File: config.mk
export PLATFORM = sky130hd
export DESIGN_NAME = mandelbrot_escape_iteration
export DESIGN_NICKNAME = d
export VERILOG_FILES = /design/src/design/mbe_pkg.sv /design/src/design/mbe_mul.sv /design/src/design/mbe_seq.sv /design/src/design/mandelbrot_escape_iteration.sv
export SDC_FILE = /design/constraint.sdc
export NUM_CORES = 2
export LEC_CHECK = 0
export BUFFER_PORTS_ARGS = -buffer_cell sky130_fd_sc_hd__buf_2
export CAP_MARGIN = 40
export CORE_ASPECT_RATIO = 0.9
export CORE_MARGIN = 1.5
export CORE_UTILIZATION = 31
export CTS_BUF_LIST = sky130_fd_sc_hd__clkbuf_16
export CTS_CLUSTER_SIZE = 30
export DETAILED_ROUTE_END_ITERATION = 6
export PLACE_DENSITY = 0.57
export SYNTH_ARGS = -nofsm -noshare
export SYNTH_HDL_FRONTEND = slang
export SYNTH_SLANG_ARGS = --single-unit
File: constraint.sdc
create_clock -name clock -period 12.9 [get_ports clock]
set_input_delay 3.87 -clock clock [delete_from_list [all_inputs] [get_ports clock]]
set_output_delay 3.87 -clock clock [all_outputs]
set_load 0.01 [all_outputs]
File: src/design/mbe_pkg.sv
// shared types, constants and helpers for the mandelbrot escape-time block
package mbe_pkg;

   localparam int FRAC_BITS   = 28;
   localparam int Z_WIDTH     = FRAC_BITS + 8;
   localparam int MUL_WIDTH   = FRAC_BITS + 2;
   localparam int PROD_WIDTH  = 2 * MUL_WIDTH;
   localparam int SQ_WIDTH    = MUL_WIDTH + 1;
   localparam int CROSS_WIDTH = PROD_WIDTH - FRAC_BITS + 1;
   localparam int COORD_WIDTH = 14;
   localparam int STEP_WIDTH  = 29;
   localparam int COUNT_WIDTH = 8;
   localparam int TOTAL_WIDTH = 48;

   localparam logic [COUNT_WIDTH-1:0] MAX_ITERATIONS = COUNT_WIDTH'(255);
   localparam logic [STEP_WIDTH-1:0]  STEP_RESET     = STEP_WIDTH'(65536);

   localparam logic signed [Z_WIDTH-1:0] Z_LIMIT     = Z_WIDTH'(64'd1 << (FRAC_BITS + 1));
   localparam logic [Z_WIDTH-1:0]        C_RE_OFFSET = Z_WIDTH'(64'd2 << FRAC_BITS);
   localparam logic [Z_WIDTH-1:0]        C_IM_OFFSET = Z_WIDTH'(64'd1 << FRAC_BITS);
   localparam logic [SQ_WIDTH:0]         MAG_LIMIT   = (SQ_WIDTH + 1)'(64'd4 << FRAC_BITS);

   typedef enum logic [2:0] {
      ST_IDLE,
      ST_CR,
      ST_CI,
      ST_RR,
      ST_II,
      ST_RI,
      ST_UPD,
      ST_DONE
   } state_type;

   typedef enum logic [2:0] {
      OP_COL,
      OP_ROW,
      OP_RR,
      OP_II,
      OP_RI,
      OP_NX
   } op_sel_type;

   typedef struct packed {
      op_sel_type op_sel;
      logic       init;
      logic       ld_cr;
      logic       ld_ci;
      logic       ld_sqr;
      logic       step_ri;
      logic       upd;
      logic       finish;
   } ctrl_type;

   typedef struct packed {
      logic first;
      logic mag_esc;
      logic count_full;
      logic range_esc;
   } status_type;

   // component of magnitude 2 or more escapes at once
   function automatic logic z_escaped(input logic signed [Z_WIDTH-1:0] z);
      z_escaped = (z >= Z_LIMIT) || (z <= -Z_LIMIT);
   endfunction

endpackage

File: src/design/mbe_mul.sv
// shared signed multiplier with registered product
module mbe_mul (
   input  logic                                 clock,
   input  logic signed [mbe_pkg::MUL_WIDTH-1:0]  op_a,
   input  logic signed [mbe_pkg::MUL_WIDTH-1:0]  op_b,
   output logic signed [mbe_pkg::PROD_WIDTH-1:0] prod_ff
);
   import mbe_pkg::*;

   logic signed [PROD_WIDTH-1:0] prod_in;

   assign prod_in = op_a * op_b;

   always_ff @(posedge clock) begin
      prod_ff <= prod_in;
   end

endmodule

File: src/design/mbe_seq.sv
// sequencer that steps the shared multiplier through one pixel
module mbe_seq (
   input  logic                  clock,
   input  logic                  reset,
   input  logic                  start,
   input  mbe_pkg::status_type   status,
   output mbe_pkg::ctrl_type     ctrl,
   output logic                  busy
);
   import mbe_pkg::*;

   state_type state_ff;
   state_type state_in;

   always_ff @(posedge clock) begin
      if (reset) begin
         state_ff <= ST_IDLE;
      end else begin
         state_ff <= state_in;
      end
   end

   always_comb begin
      state_in     = state_ff;
      ctrl         = '0;
      ctrl.op_sel  = OP_COL;
      busy         = 1'b1;
      unique case (state_ff)
         ST_IDLE: begin
            busy = 1'b0;
            if (start) begin
               ctrl.init = 1'b1;
               state_in  = ST_CR;
            end
         end
         ST_CR: begin
            ctrl.op_sel = OP_COL;
            state_in    = ST_CI;
         end
         ST_CI: begin
            ctrl.op_sel = OP_ROW;
            ctrl.ld_cr  = 1'b1;
            state_in    = ST_RR;
         end
         ST_RR: begin
            ctrl.op_sel = OP_RR;
            ctrl.ld_ci  = 1'b1;
            state_in    = ST_II;
         end
         ST_II: begin
            ctrl.op_sel = OP_II;
            ctrl.ld_sqr = 1'b1;
            state_in    = ST_RI;
         end
         ST_RI: begin
            ctrl.op_sel  = OP_RI;
            ctrl.step_ri = 1'b1;
            if (!status.first && (status.mag_esc || status.count_full)) begin
               state_in = ST_DONE;
            end else begin
               state_in = ST_UPD;
            end
         end
         ST_UPD: begin
            ctrl.op_sel = OP_NX;
            ctrl.upd    = 1'b1;
            if (status.range_esc) begin
               state_in = ST_DONE;
            end else begin
               state_in = ST_II;
            end
         end
         ST_DONE: begin
            ctrl.finish = 1'b1;
            state_in    = ST_IDLE;
         end
         default: begin
            state_in = ST_IDLE;
         end
      endcase
   end

endmodule

File: src/design/mandelbrot_escape_iteration.sv
// top level of the mandelbrot escape-time engine: datapath, result and csr ports
//
// One pixel at a time. A word is taken when start is high and busy is low; the
// pixel maps to c = (col*step - 2, row*step - 1) and z = z^2 + c is iterated from
// zero in signed 36-bit fixed point with 28 fraction bits, each product floored.
// All products go through one 30x30 signed multiplier with a registered output,
// so an iteration is three products in turn (zi^2, zr*zi, then the new zr^2 while
// z is updated); the iteration count stops at the cap of 255. The result is on the
// rsp_ ports for exactly one cycle with rsp_valid high and cannot be held off;
// the next pixel may be started in that same cycle. rsp_running_total is the
// tile total including this pixel and clears after a pixel with last set.
// csr_step_size is taken only while the block is idle (csr_ready = !busy).
module mandelbrot_escape_iteration (
   input  logic                                 clock,
   input  logic                                 reset,
   // pixel request
   input  logic                                 start,
   output logic                                 busy,
   input  logic [mbe_pkg::COORD_WIDTH-1:0]      req_pixel_col,
   input  logic [mbe_pkg::COORD_WIDTH-1:0]      req_pixel_row,
   input  logic                                 req_last_pixel,
   // result
   output logic                                 rsp_valid,
   output logic [mbe_pkg::COUNT_WIDTH-1:0]      rsp_iter_count,
   output logic [mbe_pkg::TOTAL_WIDTH-1:0]      rsp_running_total,
   output logic                                 rsp_last,
   // step size register
   input  logic                                 csr_valid,
   output logic                                 csr_ready,
   input  logic [mbe_pkg::STEP_WIDTH-1:0]       csr_step_size
);
   import mbe_pkg::*;

   ctrl_type   ctrl;
   status_type status;

   // pixel and configuration registers
   logic [STEP_WIDTH-1:0]  step_ff;
   logic [COORD_WIDTH-1:0] col_ff;
   logic [COORD_WIDTH-1:0] row_ff;
   logic                   last_ff;

   // iteration state
   logic signed [Z_WIDTH-1:0] cr_ff,   cr_in;
   logic signed [Z_WIDTH-1:0] ci_ff,   ci_in;
   logic signed [Z_WIDTH-1:0] zr_ff,   zr_in;
   logic signed [Z_WIDTH-1:0] zi_ff,   zi_in;
   logic signed [Z_WIDTH-1:0] zr_nx_ff, zr_nx_in;
   logic [SQ_WIDTH-1:0]       sqr_ff,  sqr_in;
   logic [COUNT_WIDTH-1:0]    count_ff, count_in;
   logic                      first_ff, first_in;

   // tile total and result registers
   logic [TOTAL_WIDTH-1:0] sum_ff,   sum_in;
   logic [TOTAL_WIDTH-1:0] total_in;
   logic                   rsp_valid_ff, rsp_valid_in;
   logic [COUNT_WIDTH-1:0] rsp_count_ff;
   logic [TOTAL_WIDTH-1:0] rsp_total_ff;
   logic                   rsp_last_ff;

   // multiplier and derived terms
   logic signed [MUL_WIDTH-1:0]  op_a;
   logic signed [MUL_WIDTH-1:0]  op_b;
   logic signed [PROD_WIDTH-1:0] prod_ff;
   logic [SQ_WIDTH-1:0]          sq_cur;
   logic [SQ_WIDTH:0]            mag;
   logic signed [Z_WIDTH-1:0]    cross_ext;
   logic signed [Z_WIDTH-1:0]    zi_new;
   logic [COUNT_WIDTH-1:0]       count_inc;

   mbe_seq u_seq (
      .clock  (clock),
      .reset  (reset),
      .start  (start),
      .status (status),
      .ctrl   (ctrl),
      .busy   (busy)
   );

   mbe_mul u_mul (
      .clock   (clock),
      .op_a    (op_a),
      .op_b    (op_b),
      .prod_ff (prod_ff)
   );

   // operand select for the shared multiplier
   always_comb begin
      case (ctrl.op_sel)
         OP_COL: begin
            op_a = $signed({{(MUL_WIDTH-COORD_WIDTH){1'b0}}, col_ff});
            op_b = $signed({{(MUL_WIDTH-STEP_WIDTH){1'b0}}, step_ff});
         end
         OP_ROW: begin
            op_a = $signed({{(MUL_WIDTH-COORD_WIDTH){1'b0}}, row_ff});
            op_b = $signed({{(MUL_WIDTH-STEP_WIDTH){1'b0}}, step_ff});
         end
         OP_RR: begin
            op_a = zr_ff[MUL_WIDTH-1:0];
            op_b = zr_ff[MUL_WIDTH-1:0];
         end
         OP_II: begin
            op_a = zi_ff[MUL_WIDTH-1:0];
            op_b = zi_ff[MUL_WIDTH-1:0];
         end
         OP_RI: begin
            op_a = zr_ff[MUL_WIDTH-1:0];
            op_b = zi_ff[MUL_WIDTH-1:0];
         end
         OP_NX: begin
            // garbage when zr_nx is out of range, but then the pixel ends
            op_a = zr_nx_ff[MUL_WIDTH-1:0];
            op_b = zr_nx_ff[MUL_WIDTH-1:0];
         end
         default: begin
            op_a = '0;
            op_b = '0;
         end
      endcase
   end

   // squares are non-negative and below 2^(FRAC_BITS+2) once z is in range,
   // so the floored square is just a slice of the product
   assign sq_cur = prod_ff[FRAC_BITS+SQ_WIDTH-1:FRAC_BITS];
   assign mag    = {1'b0, sqr_ff} + {1'b0, sq_cur};

   // 2*zr*zi is the product floored one bit less
   assign cross_ext = {{(Z_WIDTH-CROSS_WIDTH){prod_ff[PROD_WIDTH-1]}},
                       prod_ff[PROD_WIDTH-1:FRAC_BITS-1]};
   assign zi_new    = cross_ext + ci_ff;

   assign count_inc = count_ff + COUNT_WIDTH'(1);

   always_comb begin
      status.first      = first_ff;
      status.mag_esc    = (mag >= MAG_LIMIT);
      status.count_full = (count_inc == MAX_ITERATIONS);
      status.range_esc  = z_escaped(zr_nx_ff) || z_escaped(zi_new);
   end

   // iteration datapath
   always_comb begin
      cr_in    = cr_ff;
      ci_in    = ci_ff;
      zr_in    = zr_ff;
      zi_in    = zi_ff;
      zr_nx_in = zr_nx_ff;
      sqr_in   = sqr_ff;
      count_in = count_ff;
      first_in = first_ff;
      if (ctrl.init) begin
         zr_in    = '0;
         zi_in    = '0;
         count_in = '0;
         first_in = 1'b1;
      end
      if (ctrl.ld_cr) begin
         cr_in = prod_ff[Z_WIDTH-1:0] - C_RE_OFFSET;
      end
      if (ctrl.ld_ci) begin
         ci_in = prod_ff[Z_WIDTH-1:0] - C_IM_OFFSET;
      end
      if (ctrl.ld_sqr) begin
         sqr_in = sq_cur;
      end
      if (ctrl.step_ri) begin
         // real part of the next z from the squares of the current one
         zr_nx_in = $signed({{(Z_WIDTH-SQ_WIDTH){1'b0}}, sqr_ff})
                  - $signed({{(Z_WIDTH-SQ_WIDTH){1'b0}}, sq_cur}) + cr_ff;
         // magnitude of the current z decides whether the last step counts
         if (!first_ff && !status.mag_esc) begin
            count_in = count_inc;
         end
      end
      if (ctrl.upd) begin
         zr_in    = zr_nx_ff;
         zi_in    = zi_new;
         first_in = 1'b0;
      end
   end

   // tile total and result word
   assign total_in = sum_ff + {{(TOTAL_WIDTH-COUNT_WIDTH){1'b0}}, count_ff};

   always_comb begin
      sum_in       = sum_ff;
      rsp_valid_in = 1'b0;
      if (ctrl.finish) begin
         rsp_valid_in = 1'b1;
         sum_in       = last_ff ? '0 : total_in;
      end
   end

   always_ff @(posedge clock) begin
      if (reset) begin
         step_ff      <= STEP_RESET;
         sum_ff       <= '0;
         rsp_valid_ff <= 1'b0;
         count_ff     <= '0;
         first_ff     <= 1'b1;
      end else begin
         if (csr_valid && csr_ready) begin
            step_ff <= csr_step_size;
         end
         sum_ff       <= sum_in;
         rsp_valid_ff <= rsp_valid_in;
         count_ff     <= count_in;
         first_ff     <= first_in;
      end
   end

   // payload registers
   always_ff @(posedge clock) begin
      if (ctrl.init) begin
         col_ff  <= req_pixel_col;
         row_ff  <= req_pixel_row;
         last_ff <= req_last_pixel;
      end
      if (ctrl.finish) begin
         rsp_count_ff <= count_ff;
         rsp_total_ff <= total_in;
         rsp_last_ff  <= last_ff;
      end
      cr_ff    <= cr_in;
      ci_ff    <= ci_in;
      zr_ff    <= zr_in;
      zi_ff    <= zi_in;
      zr_nx_ff <= zr_nx_in;
      sqr_ff   <= sqr_in;
   end

   assign csr_ready         = !busy;
   assign rsp_valid         = rsp_valid_ff;
   assign rsp_iter_count    = rsp_count_ff;
   assign rsp_running_total = rsp_total_ff;
   assign rsp_last          = rsp_last_ff;

endmodule

# --- Word-level counts from Yosys, hierarchy flattened ---
# Index checks and enable logic that the tools add are counted.
word_totals:
  mem_bits_rw: 0
  rom_bits: 0
  latchBits: 0
  reg_bits: 435
  word_cells: 88
  output_inout_bits: 60
  inputBits: 62
  n_memories: 0
op_classes:
  n_bitwise: 0
  mul: 1
  order_cmp: 5
  shift: 0
  n_mux: 26
  n_div: 0
  addsub: 8
  eq_ne: 14
  reduce_logical: 15
ops:
  columns: ["operator", "count"]
  rows:
  - ["$pmux 30 s5", 1]
  - ["$pmux 30 s4", 1]
  - ["$mux 30", 3]
  - ["$ge 36x31->1 const B", 2]
  - ["$le 36x30->1 const B", 2]
  - ["$mul 30x30->60", 1]
  - ["$add 48x8->48", 1]
  - ["$mux 48", 1]
  - ["$add 32x36->36", 1]
  - ["$add 33x36->36", 1]
  - ["$sub 36x29->36 const B", 1]
  - ["$sub 36x30->36 const B", 1]
  - ["$add 31x31->32", 1]
  - ["$ge 32x31->1 const B", 1]
  - ["$sub 31x31->32", 1]
  - ["$mux 8", 3]
  - ["$pmux 3 s8", 1]
  - ["$eq 3x3->1 const B", 6]
  - ["$pmux 3 s5", 1]
  - ["$mux 1", 13]
  - ["$eq 3x2->1 const B", 4]
  - ["$add 8x1->8 const B", 1]
  - ["$eq 8x8->1 const B", 1]
  - ["$eq 3x1->1 const B", 2]
  - ["9 further kinds", 18]

# --- Depth between registers and ports, before layout ---
logic_depth:
  depth_word: 6
  depth_mapped: 39
  ltp_nobuf: 34

# --- Hierarchy ---
# From an unflattened synthesis, not the netlist that was laid out.
unflattened:
  hier_cells: 5849
  area_unflattened_um2: 56076.3
modules_own_cells:
  columns: ["mod", "area_per_inst_um2", "cells_each", "instances", "seq_area_each_um2"]
  rows:
  - ["mbe_mul", 33673.5, 3606, 1, 1201.2]
  - ["mandelbrot_escape_iteration", 22166.3, 2212, 1, 10299.9]
  - ["mbe_seq", 236.5, 31, 1, 60.1]

# --- Worst setup path after synthesis ---
# Ideal clock, no wire load.
synth_path:
  kind: "flip-flop to flip-flop"
  startpoint: "register u_seq.state_ff[1]"
  endpoint: "register u_mul.prod_ff[58] (netlist name)"
  setup_slack_ns: 3.127
  n_path_buf: 3
  stages_incl_launch_ff: 34
  synth_period_minus_slack_ns: 9.773
  required_ns: 12.828
  t_arrival_ns: 9.701
  setup_ns: 0.072
  path_cell_list: "dfxtp_1 nor2b_1 buf_1 nor2b_1 clkbuf_1 a221o_1 a221oi_1 clkbuf_1 nor2_1 fa_1 fa_1 fa_1 inv_1 fa_1 inv_1 fa_1 fa_1 fa_1 inv_1 fa_1 inv_1 ha_1 a21oi_1 nand2_1 a2111oi_4 o41ai_2 a31oi_4 o31ai_2 o41ai_2 o21ai_1 o41a_1 a31o_1 a21oi_2 xnor2_1"
synth_between:
  elab_chain_len: 6
  word_cells_on_any_way: 18
  classes_between: "1 x mul; 10 x eq/ne; 3 x mux; 4 x reduce/logical"
synth_lines:
  columns: ["element", "line_no", "source"]
  rows:
  - ["start: declaration", "mbe_seq.sv:12", "state_type state_ff;"]
  - ["start signal: assignment", "mbe_seq.sv:19", "state_ff <= state_in;"]
  - ["$eq 3x3->1 or $eq 3x2->1 (tied branches)", "mbe_seq.sv:28", "unique case (state_ff)"]
  - ["$pmux 3 s5 (*)", "mbe_seq.sv:28", null]
  - ["$eq 3x3->1, or another cell as far along", "mandelbrot_escape_iteration.sv:89", "case (ctrl.op_sel)"]
  - ["$reduce_or 2->1 (no line)", null, null]
  - ["$pmux 30 s5 or $pmux 30 s4 (tied branches)", "mandelbrot_escape_iteration.sv:89", null]
  - ["$mul 30x30->60 (*)", "mbe_mul.sv:12", "assign prod_in = op_a * op_b;"]
  - ["via u_mul.prod_in[58]", "mbe_mul.sv:10", "logic signed [PROD_WIDTH-1:0] prod_in;"]
  - ["end signal: assignment", "mbe_mul.sv:15", "prod_ff <= prod_in;"]
  - ["end: declaration", "mbe_mul.sv:6", "output logic signed [mbe_pkg::PROD_WIDTH-1:0] prod_ff"]
# Mark *: on every way through the listed nets, which the timed path passes. The rest lies on a longest branch.
# A chain may end at the register's enable or synchronous reset.

# --- Worst setup path after layout ---
layout_path:
  startpoint: "register u_seq.state_ff[0]"
  endpoint: "register u_mul.prod_ff[59] (netlist name)"
# The elaborated chain is that of the path after synthesis.

==> metrics.md <==
| Metric | Value |
|---|---|
| Sequential cell area fraction in the yosys report | `21.2%` |
| PortBufs | `121` |
| Leakage | `27.8 nW` |
| #FFs+latches synth | `435` |
| Pre-Repair DR Iteration Count | `7` |
| CTS tree | `yes` |
| Ports | `122` |
| Total CTS buffers | `45` |
| First-pass GRT wire length | `273000 um` |
| Worst path slowest cell | `nor2b_4` |
| Setup repair bufs after CTS | `0` |
| H-Tree Depth | `2` |
| Remaining antenna violation count | `0` |
| Top post-synthesis cells by count | `inv_1 (1109), fa_1 (963), nand2_1 (717)` |
| Worst Setup End Kind | `flop` |
| Fraction of registers with async set/reset | `0%` |
| Worst Max-Slew Pin Slew | `1.06 ns` |
| Post-Synthesis Cells | `5809` |
| Failing checks | `DRC` |
| Drt via density | `5.02` |
| DP HPWL | `147000 um` |
| Die width | `446 um` |
| Critical Path Fanout Max | `25` |
| Switching Fraction | `55.4%` |
| Area share of the largest cell type after synthesis | `35.3%` |
| RSZ-0062 raised after global routing | `false` |
| Remaining Overflow, GRT | `0` |
| Vias in the first global route | `43000` |
| Ys Warns | `0` |
| Share of cells above drive strength 1 | `6.97%` |
| PostCTS Resize Cnt | `0` |
| Layout Skew | `0.0334 ns` |
| Slowest stage delay, CP | `0.87 ns` |
| Clock Latency Late Sink | `0.62 ns` |
| Sequential power share | `15.3%` |
| Core area | `176000 sq um` |
| Most numerous cell in the Yosys netlist | `inv_1` |
| DR vias | `41500` |
| Worst path required time | `13.35 ns` |
| Setup CP Type | `flop to flop` |
| Syn_area_per_cell | `9.41 sq um` |
| Final hold violations | `0` |
| Logic pwr share | `74.7%` |
| Worst hold path class | `flop to flop` |
| Max Slew Vio Count | `0` |
| Tmin final | `11.24 ns` |
| GRT Total Usage | `20.4%` |
| Internal power | `6.18 mW` |
| Crit path top cell by count | `fa_1` |
| Max-cap violations | `0` |
| Number of flops mapped to enable cells by yosys | `285` |
| Ys flop type | `edfxtp_1` |
| Nets | `7193` |
| Period utilisation layout | `87.1%` |
| Setup WS post-layout | `1.66 ns` |
| Num rows | `146` |
| Finished layout cell area | `60400 sq um` |
| DP Worst Slack | `1.87 ns` |
| Wirelength per Cell | `21.9 um` |
| CTS Hold Buffers Added | `0` |
| Final hold slack | `0.435 ns` |
| VDD IR-drop max | `399 uV` |
| Largest net degree at the start of global routing | `61` |
| CTS max path bufs | `3` |
| Mapped cell area | `54700 sq um` |
| Max frequency | `89.0 MHz` |
| Sw Pwr | `7.69 mW` |
| Rel. slew slack | `29.4%` |
| Final wirelength | `181000 um` |
| DRC | `7` |
| Outcome | `complete, but fails checks` |
| Clock Sinks | `435` |
| Routability Congestion | `0.991` |
| Clock power share | `10.0%` |
| Crit path DAT | `11.69 ns` |
| Die height | `401 um` |
| Starting Density | `31.1%` |
| Placed Area | `58800 sq um` |
| Clk pin slew, worst setup/hold paths | `0.07 ns` |
| Synthesized net count | `7153` |
| Pwr dens | `230 nW/um^2` |
| Detailed router's first-iteration violation count | `3467` |
| Critical path launch point type | `flop` |
| Setup Viol. Count Final | `0` |
| Largest area contributor in the netlist | `fa_1` |
| Top cells by area, synth | `fa_1 (35%), edfxtp_1 (16%), inv_1 (7.6%)` |
| Setup TNS | `0 ns` |
| Initial antenna violation count | `4` |
| Synth unique cells | `95` |
| Syn-to-layout area delta | `10.5%` |
| Flop-to-flop setup slack | `1.66 ns` |
| Die area | `179000 sq um` |
| Root Buffer | `clkbuf_16` |
-- power groups by stage --
stage | sequential, mW | combinational, mW | clock, mW
floorplan | 1.98 | 6.63 | 0
global placement | 2.15 | 10.1 | 0
detailed placement | 2.15 | 10.1 | 0
CTS | 2.12 | 10.2 | 1.41
global route | 2.14 | 11.2 | 1.46
finish | 2.13 | 10.4 | 1.38
-- critical path, delay by kind of cell, from the launching register on --
kind / cells / cell delay [ns]
buffers and inverters: 4 / 0.47
and+or+nand+nor: 5 / 1.72
adders and majority gates: 9 / 4.33
DFF: 1 / 0.49
AOI/OAI and AO/OA: 11 / 3.90
xor gates and xnor gates: 1 / 0.14
-- placed cells by master (no fill, tap or decap), types with 16 or more instances in the layout --
master     Yosys  routed
inv_1       1109    1110
fa_1         963     963
nand2_1      717     716
nor2_1       634     631
ha_1         319     319
edfxtp_1     285     285
a21oi_1      251     242
dfxtp_1      150     147
xnor2_1      142     141
o21ai_0      134     130
buf_2          2     122
buf_4          0      91
xor2_1        70      70
a21o_1        67      67
nand3_1       61      61
and3_1        52      52
mux2i_1       53      49
clkbuf_16      0      46
and2_1        46      45
nor3_1        45      45
o21bai_1      36      36
a221o_1       34      33
o21a_1        27      27
nand2b_1      26      26
a31oi_1       26      26
o21ai_1       25      24
nand4_1       22      22
nor4_1        17      17
a211oi_1      16      16
-- cells by family after synthesis --
kind of cell,after synthesis,share of synthesized area [%]
compound gates,756,9.08
xor+xnor,213,3.44
fa+ha+maj,1282,42.6
buf+inv,1361,9.35
flops,435,21.2
mux,66,1.24
simple gates,1696,13.2
-- metrics by stage --
| step | power [mW] | std cells | utilization, % |
|---|---|---|---|
| 2_1_floorplan | 8.60 | 5809 | - |
| 3_3_place_gp | 12.2 | 8136 | 33.1 |
| 3_5_place_dp | 12.3 | 8168 | 33.5 |
| 4_1_cts | 13.8 | 8251 | 34.4 |
| 5_1_grt | 14.8 | 8253 | 34.4 |
| 6_report | 13.9 | 8255 | 34.4 |
-- final timing paths --
check                          from           endpoint  cells after the start
setup / recovery  u_seq.state_ff[0]  u_mul.prod_ff[59]                     30
hold / removal    u_mul.prod_ff[23]          cr_ff[23]                      0
setup reg to reg  u_seq.state_ff[0]  u_mul.prod_ff[59]                     30
hold reg to reg   u_mul.prod_ff[23]          cr_ff[23]                      0
-- area by class of cell --
class	count	area (sq um)
Multi-Input combinational cell	4013	38200
Tap cell	2368	2960
Clock buffer	46	1150
Timing Repair Buffer	243	1930
Clock inverter	37	377
Antenna cell	2	5.00
Inverter	1111	4170
Fill cell	18000	115000
Sequential cell	435	11600
-- state kept, by name (all words and copies together) (netlist names), 30 cells and up --
signal	cells
u_mul.prod_ff	60
rsp_running_total	48
sum_ff	48
ci_ff	36
cr_ff	36
zr_nx_ff	36
sqr_ff	31
zi_ff	30
zr_ff	30
-- metal layers --
metal	vias up	wire [um]	global-route usage (%)
met5	-	42	0
met4	6	7390	7.08
met3	287	17100	4.42
met2	1731	79300	31.1
met1	21100	76700	28.3
li1	18300	-	-
Power figures use the tool's default switching activity.
